File: src/design/rmts_pkg.sv
// ----------------------------------------------------------------------------
// rmts_pkg: shared definitions for the rate-monotonic tick scheduler
// Widths, register map codes and the task selection record.
// ----------------------------------------------------------------------------
`default_nettype none

package rmts_pkg;

	localparam int TASK_SLOTS = 4;   // slots in the register map
	localparam int TASK_W     = 2;   // task index width
	localparam int WORD_W     = 16;  // burst, period, phase and work width
	localparam int TIME_W     = 32;  // tick counter width
	localparam int CFG_IDX_W  = 3;   // register index width

	// register map: bursts first, then periods
	localparam logic [CFG_IDX_W-1:0] CFG_BURST_BASE  = 3'd0;
	localparam logic [CFG_IDX_W-1:0] CFG_PERIOD_BASE = 3'd4;

	// one selection; idle counts as a selection of its own
	typedef struct packed {
		logic              idle;
		logic [TASK_W-1:0] idx;
	} pick_t;

endpackage

`default_nettype wire

File: src/design/rate_monotonic_tick_scheduler_top.sv
// ----------------------------------------------------------------------------
// rate_monotonic_tick_scheduler_top: preemptive rate-monotonic tick scheduler
// One item is one timer tick; one result item comes back per tick.
// ----------------------------------------------------------------------------
// Each accepted item is a timer tick. On a tick every used task whose phase
// counter is at zero is released (its remaining work reloaded from its
// burst), then the ready task with the smallest period is granted one unit of
// work, lowest index winning ties. The result gives the tick number, the
// granted task (0 when idle), an idle flag and whether the grant differs from
// the previous tick's, idle being a grant of its own. A period of zero marks
// an unused slot. A tick with restart set first clears time, phases and
// remaining work; the previous grant is kept for the switch flag.
// Ticks are taken one item per clock cycle while the result side does not
// stall. A tick passes from the input register through the single-pass
// state update into the result register: the release, the four-way priority
// compare and the work decrement all sit between the two. The result register
// decouples the sides, so a tick is taken while a result still waits.
// Configuration (index 0..3 bursts, 4..7 periods) is to be written only while
// idle; the user is bound to this, the block does not enforce it. Writes to
// slots at or beyond NUM_TASKS are dropped.
// ----------------------------------------------------------------------------
`default_nettype none

module rate_monotonic_tick_scheduler_top
	import rmts_pkg::*;
#(
	parameter int NUM_TASKS = TASK_SLOTS
) (
	input  logic                 clk,
	input  logic                 arst_n,
	// configuration write port
	input  logic                 cfg_we,
	input  logic [CFG_IDX_W-1:0] cfg_index,
	input  logic [WORD_W-1:0]    cfg_data,
	// tick items
	input  logic                 in_valid,
	output logic                 in_ready,
	input  logic                 restart,
	// result items
	output logic                 out_valid,
	input  logic                 out_ready,
	output logic [TIME_W-1:0]    time_now,
	output logic [TASK_W-1:0]    running_task,
	output logic                 cpu_idle,
	output logic                 switched
);

	// configuration registers
	logic [WORD_W-1:0] burst_q  [NUM_TASKS];
	logic [WORD_W-1:0] period_q [NUM_TASKS];

	// scheduler state
	logic [TIME_W-1:0] tick_q;
	logic [WORD_W-1:0] phase_q [NUM_TASKS];
	logic [WORD_W-1:0] work_q  [NUM_TASKS];
	pick_t             last_q;

	// input stage
	logic valid_s1;
	logic restart_s1;

	// result stage
	logic              valid_s2;
	logic [TIME_W-1:0] time_s2;
	logic [TASK_W-1:0] task_s2;
	logic              idle_s2;
	logic              switched_s2;

	// single-pass update signals
	logic              adv;
	logic [TIME_W-1:0] tick_cur;
	logic [WORD_W-1:0] ph_cur   [NUM_TASKS];
	logic [WORD_W-1:0] wk_rel   [NUM_TASKS];
	logic [WORD_W-1:0] ph_next  [NUM_TASKS];
	logic [WORD_W-1:0] wk_next  [NUM_TASKS];
	logic [NUM_TASKS-1:0] ready;
	pick_t             pick;
	logic              sw;

	// the tick in s1 moves on when the result register is free or draining
	assign adv      = valid_s1 && (!valid_s2 || out_ready);
	assign in_ready = !valid_s1 || adv;

	// ---------------------------------------------------------------- config
	for (genvar g = 0; g < NUM_TASKS; g++) begin : g_cfg
		always_ff @(posedge clk or negedge arst_n) begin
			if (!arst_n) begin
				burst_q[g]  <= '0;
				period_q[g] <= '0;
			end else if (cfg_we) begin
				if (cfg_index == CFG_BURST_BASE + CFG_IDX_W'(g))
					burst_q[g] <= cfg_data;
				if (cfg_index == CFG_PERIOD_BASE + CFG_IDX_W'(g))
					period_q[g] <= cfg_data;
			end
		end
	end

	// ----------------------------------------------------------- input stage
	always_ff @(posedge clk or negedge arst_n) begin
		if (!arst_n) begin
			valid_s1 <= 1'b0;
		end else if (in_ready) begin
			valid_s1 <= in_valid;
		end
	end

	always_ff @(posedge clk) begin
		if (in_valid && in_ready)
			restart_s1 <= restart;
	end

	// -------------------------------------------------- release and advance
	// restart clears time, phases and work ahead of this tick's release
	assign tick_cur = restart_s1 ? '0 : tick_q;

	always_comb begin
		for (int i = 0; i < NUM_TASKS; i++) begin
			ph_cur[i] = restart_s1 ? '0 : phase_q[i];
			if (period_q[i] == '0) begin
				// unused slot: no release, phase pinned at zero
				wk_rel[i]  = restart_s1 ? '0 : work_q[i];
				ph_next[i] = '0;
			end else begin
				wk_rel[i] = (ph_cur[i] == '0) ? burst_q[i]
				                              : (restart_s1 ? '0 : work_q[i]);
				// also wraps a phase left beyond a shortened period
				if (({1'b0, ph_cur[i]} + {{WORD_W{1'b0}}, 1'b1}) >= {1'b0, period_q[i]})
					ph_next[i] = '0;
				else
					ph_next[i] = ph_cur[i] + WORD_W'(1);
			end
			ready[i] = (period_q[i] != '0) && (wk_rel[i] != '0);
		end
	end

	rmts_pick #(
		.NUM_TASKS (NUM_TASKS)
	) u_pick (
		.ready  (ready),
		.period (period_q),
		.pick   (pick)
	);

	assign sw = (pick.idle != last_q.idle) || (!pick.idle && pick.idx != last_q.idx);

	always_comb begin
		for (int i = 0; i < NUM_TASKS; i++) begin
			if (!pick.idle && pick.idx == TASK_W'(i))
				wk_next[i] = wk_rel[i] - WORD_W'(1);
			else
				wk_next[i] = wk_rel[i];
		end
	end

	// ----------------------------------------------------------- state update
	always_ff @(posedge clk or negedge arst_n) begin
		if (!arst_n) begin
			tick_q      <= '0;
			last_q.idle <= 1'b1;
			last_q.idx  <= '0;
			for (int i = 0; i < NUM_TASKS; i++) begin
				phase_q[i] <= '0;
				work_q[i]  <= '0;
			end
		end else if (adv) begin
			tick_q <= tick_cur + TIME_W'(1);
			last_q <= pick;
			for (int i = 0; i < NUM_TASKS; i++) begin
				phase_q[i] <= ph_next[i];
				work_q[i]  <= wk_next[i];
			end
		end
	end

	// ---------------------------------------------------------- result stage
	always_ff @(posedge clk or negedge arst_n) begin
		if (!arst_n) begin
			valid_s2 <= 1'b0;
		end else if (!valid_s2 || out_ready) begin
			valid_s2 <= valid_s1;
		end
	end

	always_ff @(posedge clk) begin
		if (adv) begin
			time_s2     <= tick_cur;
			task_s2     <= pick.idle ? '0 : pick.idx;
			idle_s2     <= pick.idle;
			switched_s2 <= sw;
		end
	end

	assign out_valid    = valid_s2;
	assign time_now     = time_s2;
	assign running_task = task_s2;
	assign cpu_idle     = idle_s2;
	assign switched     = switched_s2;

`ifndef SYNTH
	// an idle result always reports task zero
	a_idle_task: assert property (@(posedge clk) disable iff (!arst_n)
		valid_s2 && idle_s2 |-> task_s2 == '0)
		else $error("idle result with non-zero task");

	// a restarted tick describes time zero
	a_restart_time: assert property (@(posedge clk) disable iff (!arst_n)
		adv && restart_s1 |=> time_s2 == '0)
		else $error("restart tick not at time zero");

	// a held tick keeps its restart flag
	a_s1_hold: assert property (@(posedge clk) disable iff (!arst_n)
		valid_s1 && !adv |=> valid_s1 && $stable(restart_s1))
		else $error("input stage lost its item");

	// a pending result matches the remembered grant
	a_last_grant: assert property (@(posedge clk) disable iff (!arst_n)
		valid_s2 && !idle_s2 |-> !last_q.idle && last_q.idx == task_s2)
		else $error("result grant and last grant disagree");
`endif

endmodule

`default_nettype wire

File: src/design/rmts_pick.sv
// ----------------------------------------------------------------------------
// rmts_pick: rate-monotonic priority selection
// Picks the ready task with the smallest period, lowest index on ties.
// ----------------------------------------------------------------------------
`default_nettype none

module rmts_pick
	import rmts_pkg::*;
#(
	parameter int NUM_TASKS = TASK_SLOTS
) (
	input  logic [NUM_TASKS-1:0] ready,
	input  logic [WORD_W-1:0]    period [NUM_TASKS],
	output pick_t                pick
);

	logic [WORD_W-1:0] best;

	// at most four dependent steps on 16-bit values
	always_comb begin
		pick.idle = 1'b1;
		pick.idx  = '0;
		best      = '0;
		for (int i = 0; i < NUM_TASKS; i++) begin
			if (ready[i] && (pick.idle || period[i] < best)) begin
				pick.idle = 1'b0;
				pick.idx  = TASK_W'(i);
				best      = period[i];
			end
		end
	end

endmodule

`default_nettype wire

File: config.mk
export PLATFORM = sky130hd
export DESIGN_NAME = rate_monotonic_tick_scheduler_top
export DESIGN_NICKNAME = d
export VERILOG_FILES = /design/src/design/rmts_pkg.sv /design/src/design/rate_monotonic_tick_scheduler_top.sv /design/src/design/rmts_pick.sv
export SDC_FILE = /design/constraint.sdc
export NUM_CORES = 1
export LEC_CHECK = 0
export BUFFER_PORTS_ARGS = -buffer_cell sky130_fd_sc_hd__clkbuf_2
export CAP_MARGIN = 20
export CORE_MARGIN = 3
export CORE_UTILIZATION = 57
export CTS_BUF_LIST = sky130_fd_sc_hd__clkbuf_8
export DETAILED_ROUTE_END_ITERATION = 16
export PLACE_DENSITY = 0.78
export SLEW_MARGIN = 40
export SYNTH_ARGS = -nofsm -noshare
export SYNTH_HDL_FRONTEND = slang
export SYNTH_HIERARCHICAL = 1
export SYNTH_SLANG_ARGS = --single-unit
File: constraint.sdc
create_clock -name clk -period 13.66 [get_ports clk]
set_input_delay 2.049 -clock clk [delete_from_list [all_inputs] [get_ports clk]]
set_output_delay 2.049 -clock clk [all_outputs]
set_load 0.05 [all_outputs]
==> impl_metrics.ini <==
[floorplanning]
io_pins = 63
start_util = 0.583
die-width_um = 203
rows = 71
die_height_um = 203
core_area_sq_um = 37900
dieArea_sq_um = 41200

[sta]
period_share = 0.875
min_period_ns = 11.95
setup_tns_ns = 0
hold_viol_final = 0
max_freq_mhz = 83.7
drv_slew = 0
fin_skew_ns = 0.0432
final.setup.worst_slack_ns = 1.71
rsz0062_at_grt = false
relSlewSlack = 0.425
tightest_slew_ns = 0.863
setup_viol = 0
hold_slack_ns = 0.479

[route]
ant_nets = 0
drt-wirelength-per-cell_um = 20.7
wirelength_um = 62900
first_iter_violations = 1618
drc_errors = 0
drt-vias-per-instance = 6.39
firstDrtPassIters = 5
vias = 19466

[critical_path]
rrSetupSlack_ns = 1.71
rr_endpoint = work_q[62]
crit_start = period_q[56]
worstPathArrival_ns = 12.50
cp_common_cell = ha_1
endpoint = work_q[62]
r2r-start = period_q[56]
path_class = flip-flop to flip-flop
startpoint_type = flip-flop
path_max_fanout = 30
critPathRequiredTime_ns = 14.21
critical_path.slowest_cell = or4b_1
max_stage_delay_ns = 0.82
reg2reg_depth = 32
cp-end-kind = flip-flop

[cts]
clockBufferDepth = 3
clock-sinks = 330
cts_hold_buf = 0
root_buffer = clkbuf_8
path_clk_slew_ns = 0.06
htreeDepth = 2
cts_made_buffers = 57
clkLatencyLatePin_ns = 0.68
cts_setup_buffers = 0
ctsResizeCount = 0
cts_tree = built

[cells_and_area]
final_cell_mix = 292 x dfrtp_1, 276 x nand2_1, 188 x nor2_1
nets = 2639
syn_to_final_growth_pct = 9.59
stdcell_count = 3045
utilization = 0.639
drive_above_1_share = 0.140
stdcell_area_sq_um = 24200
layout_commonest_cell = dfrtp_1

[status]
status = completed

[place]
place_area_sq_um = 23000
dp_slack_ns = 1.96
portBuffers = 62
place_congestion = 0.916
placed_cells = 2939
dp_hpwl_um = 43300

[global_routing]
grt_pass1_vias = 18611
grt_overflow = 0
grt_max_degree = 130
grt_usage = 0.300
grt_pass1_wl_um = 99700
antenna_found_initial = 1

[power_and_ir_drop]
power_leakage_nw = 10.4
total_power_mw = 4.33
ir_drop_uv = 125
p_per_area_nw_per_um2 = 179

[logic_synthesis]
syn_area_sq_um = 22100
avgSynthCellArea_sq_um = 8.98
synth_seq_cells = 330
yosysSeqAreaShare = 0.382
async_reset_ff_frac = 0.888
synth_cell_types = 87
synthFlopType = dfrtp_1
synth_area_leaders = dfrtp_1 33%, ha_1 7.1%, mux2_2 6.3%, edfxtp_1 5.0%, nand2_1 4.7%
yosysTopAreaCell = dfrtp_1
syn_inst = 2465
synth_edf_count = 37
syn_nets = 2616
synth_top_area_frac = 0.330
ys_warn_count = 6

[worst_hold_path]
hold_path.class = flip-flop to flip-flop

[job]
cap_violations = 0
layer usage:
layer  vias up  GRT usage  part of all wire
met5         -          0           0.00014
met4         2      0.127             0.042
met3       147     0.0489             0.072
met2       749      0.481              0.46
met1      9481      0.407              0.43
li1       9087          -                 -
cells in the mapped netlist (7+ instances only):
cell type	count
a211o_1	7
a211oi_1	17
a21boi_0	7
a21o_1	17
a21oi_1	135
a22o_1	33
a31oi_1	27
a41oi_1	8
and3_1	33
and4_1	9
buf_1	17
buf_2	8
clkbuf_1	103
dfrtp_1	292
edfxtp_1	37
ha_1	126
inv_1	104
mux2_2	123
mux2i_1	21
nand2_1	278
nand2b_1	16
nand3_1	91
nand3b_1	17
nand4_1	41
nor2_1	189
nor2b_1	62
nor3_1	67
nor3b_1	12
nor4_1	54
o2111ai_1	16
o211a_1	19
o211ai_1	29
o211ai_2	10
o21a_1	7
o21ai_0	145
o21bai_1	7
or3_1	36
or4_1	9
xnor2_1	60
xor2_1	54
kinds of logic (layout without fill, tap and decap cells):
kind of cell	Yosys count	after routing	synth area share
compound gates	564	564	0.173
xor+xnor	114	114	0.0451
fa+ha+maj	126	126	0.0713
buf+inv	239	307	0.0434
flops	330	330	0.382
mux	144	144	0.0721
other cells	0	1	0
simple gates	948	948	0.213
how the worst min path moves through the flow:
| stage | endpoint | startpoint | cells after the start |
|---|---|---|---|
| finish | last_q[2] | last_q[2] | 2 |
| global route | last_q[2] | last_q[2] | 2 |
| detailed placement | last_q[2] | last_q[2] | 2 |
| CTS | last_q[2] | last_q[2] | 2 |
| floorplan | work_q[31] | work_q[31] | 2 |
| global placement | last_q[2] | last_q[2] | 2 |
worst max-delay path, delay by kind of cell (launching register included):
family | cells | cell delay (ns)
simple gates | 11 | 4.68
buf+inv | 1 | 0.25
fa+ha+maj | 3 | 0.85
compound gates | 17 | 5.61
flops | 1 | 0.39
report_power, final:
part           total, mW  switching [mW]  internal [mW]
Combinational       1.88            1.15          0.733
Sequential          1.46           0.257           1.20
Clock              0.990           0.430          0.560
sequential cells by signal, summed over array words and instances, names as in the netlist:
name,cells
tick_q,32
phase_q,64
running_task,2
restart_s1,1
period_q,64
burst_q,64
cpu_idle,1
time_now,32
valid_s1,1
work_q,64
last_q,3
out_valid,1
switched,1
final cells by class:
| class | count | area [sq um] |
|---|---|---|
| Antenna cell | 1 | 2.50 |
| Clock buffer | 70 | 963 |
| Clock inverter | 34 | 297 |
| Fill cell | 3126 | 13700 |
| Inverter | 104 | 393 |
| Multi-Input combinational cell | 1896 | 12800 |
| Sequential cell | 330 | 8440 |
| Tap cell | 511 | 639 |
| Timing Repair Buffer | 99 | 687 |
(Power assumes the default switching activity.)
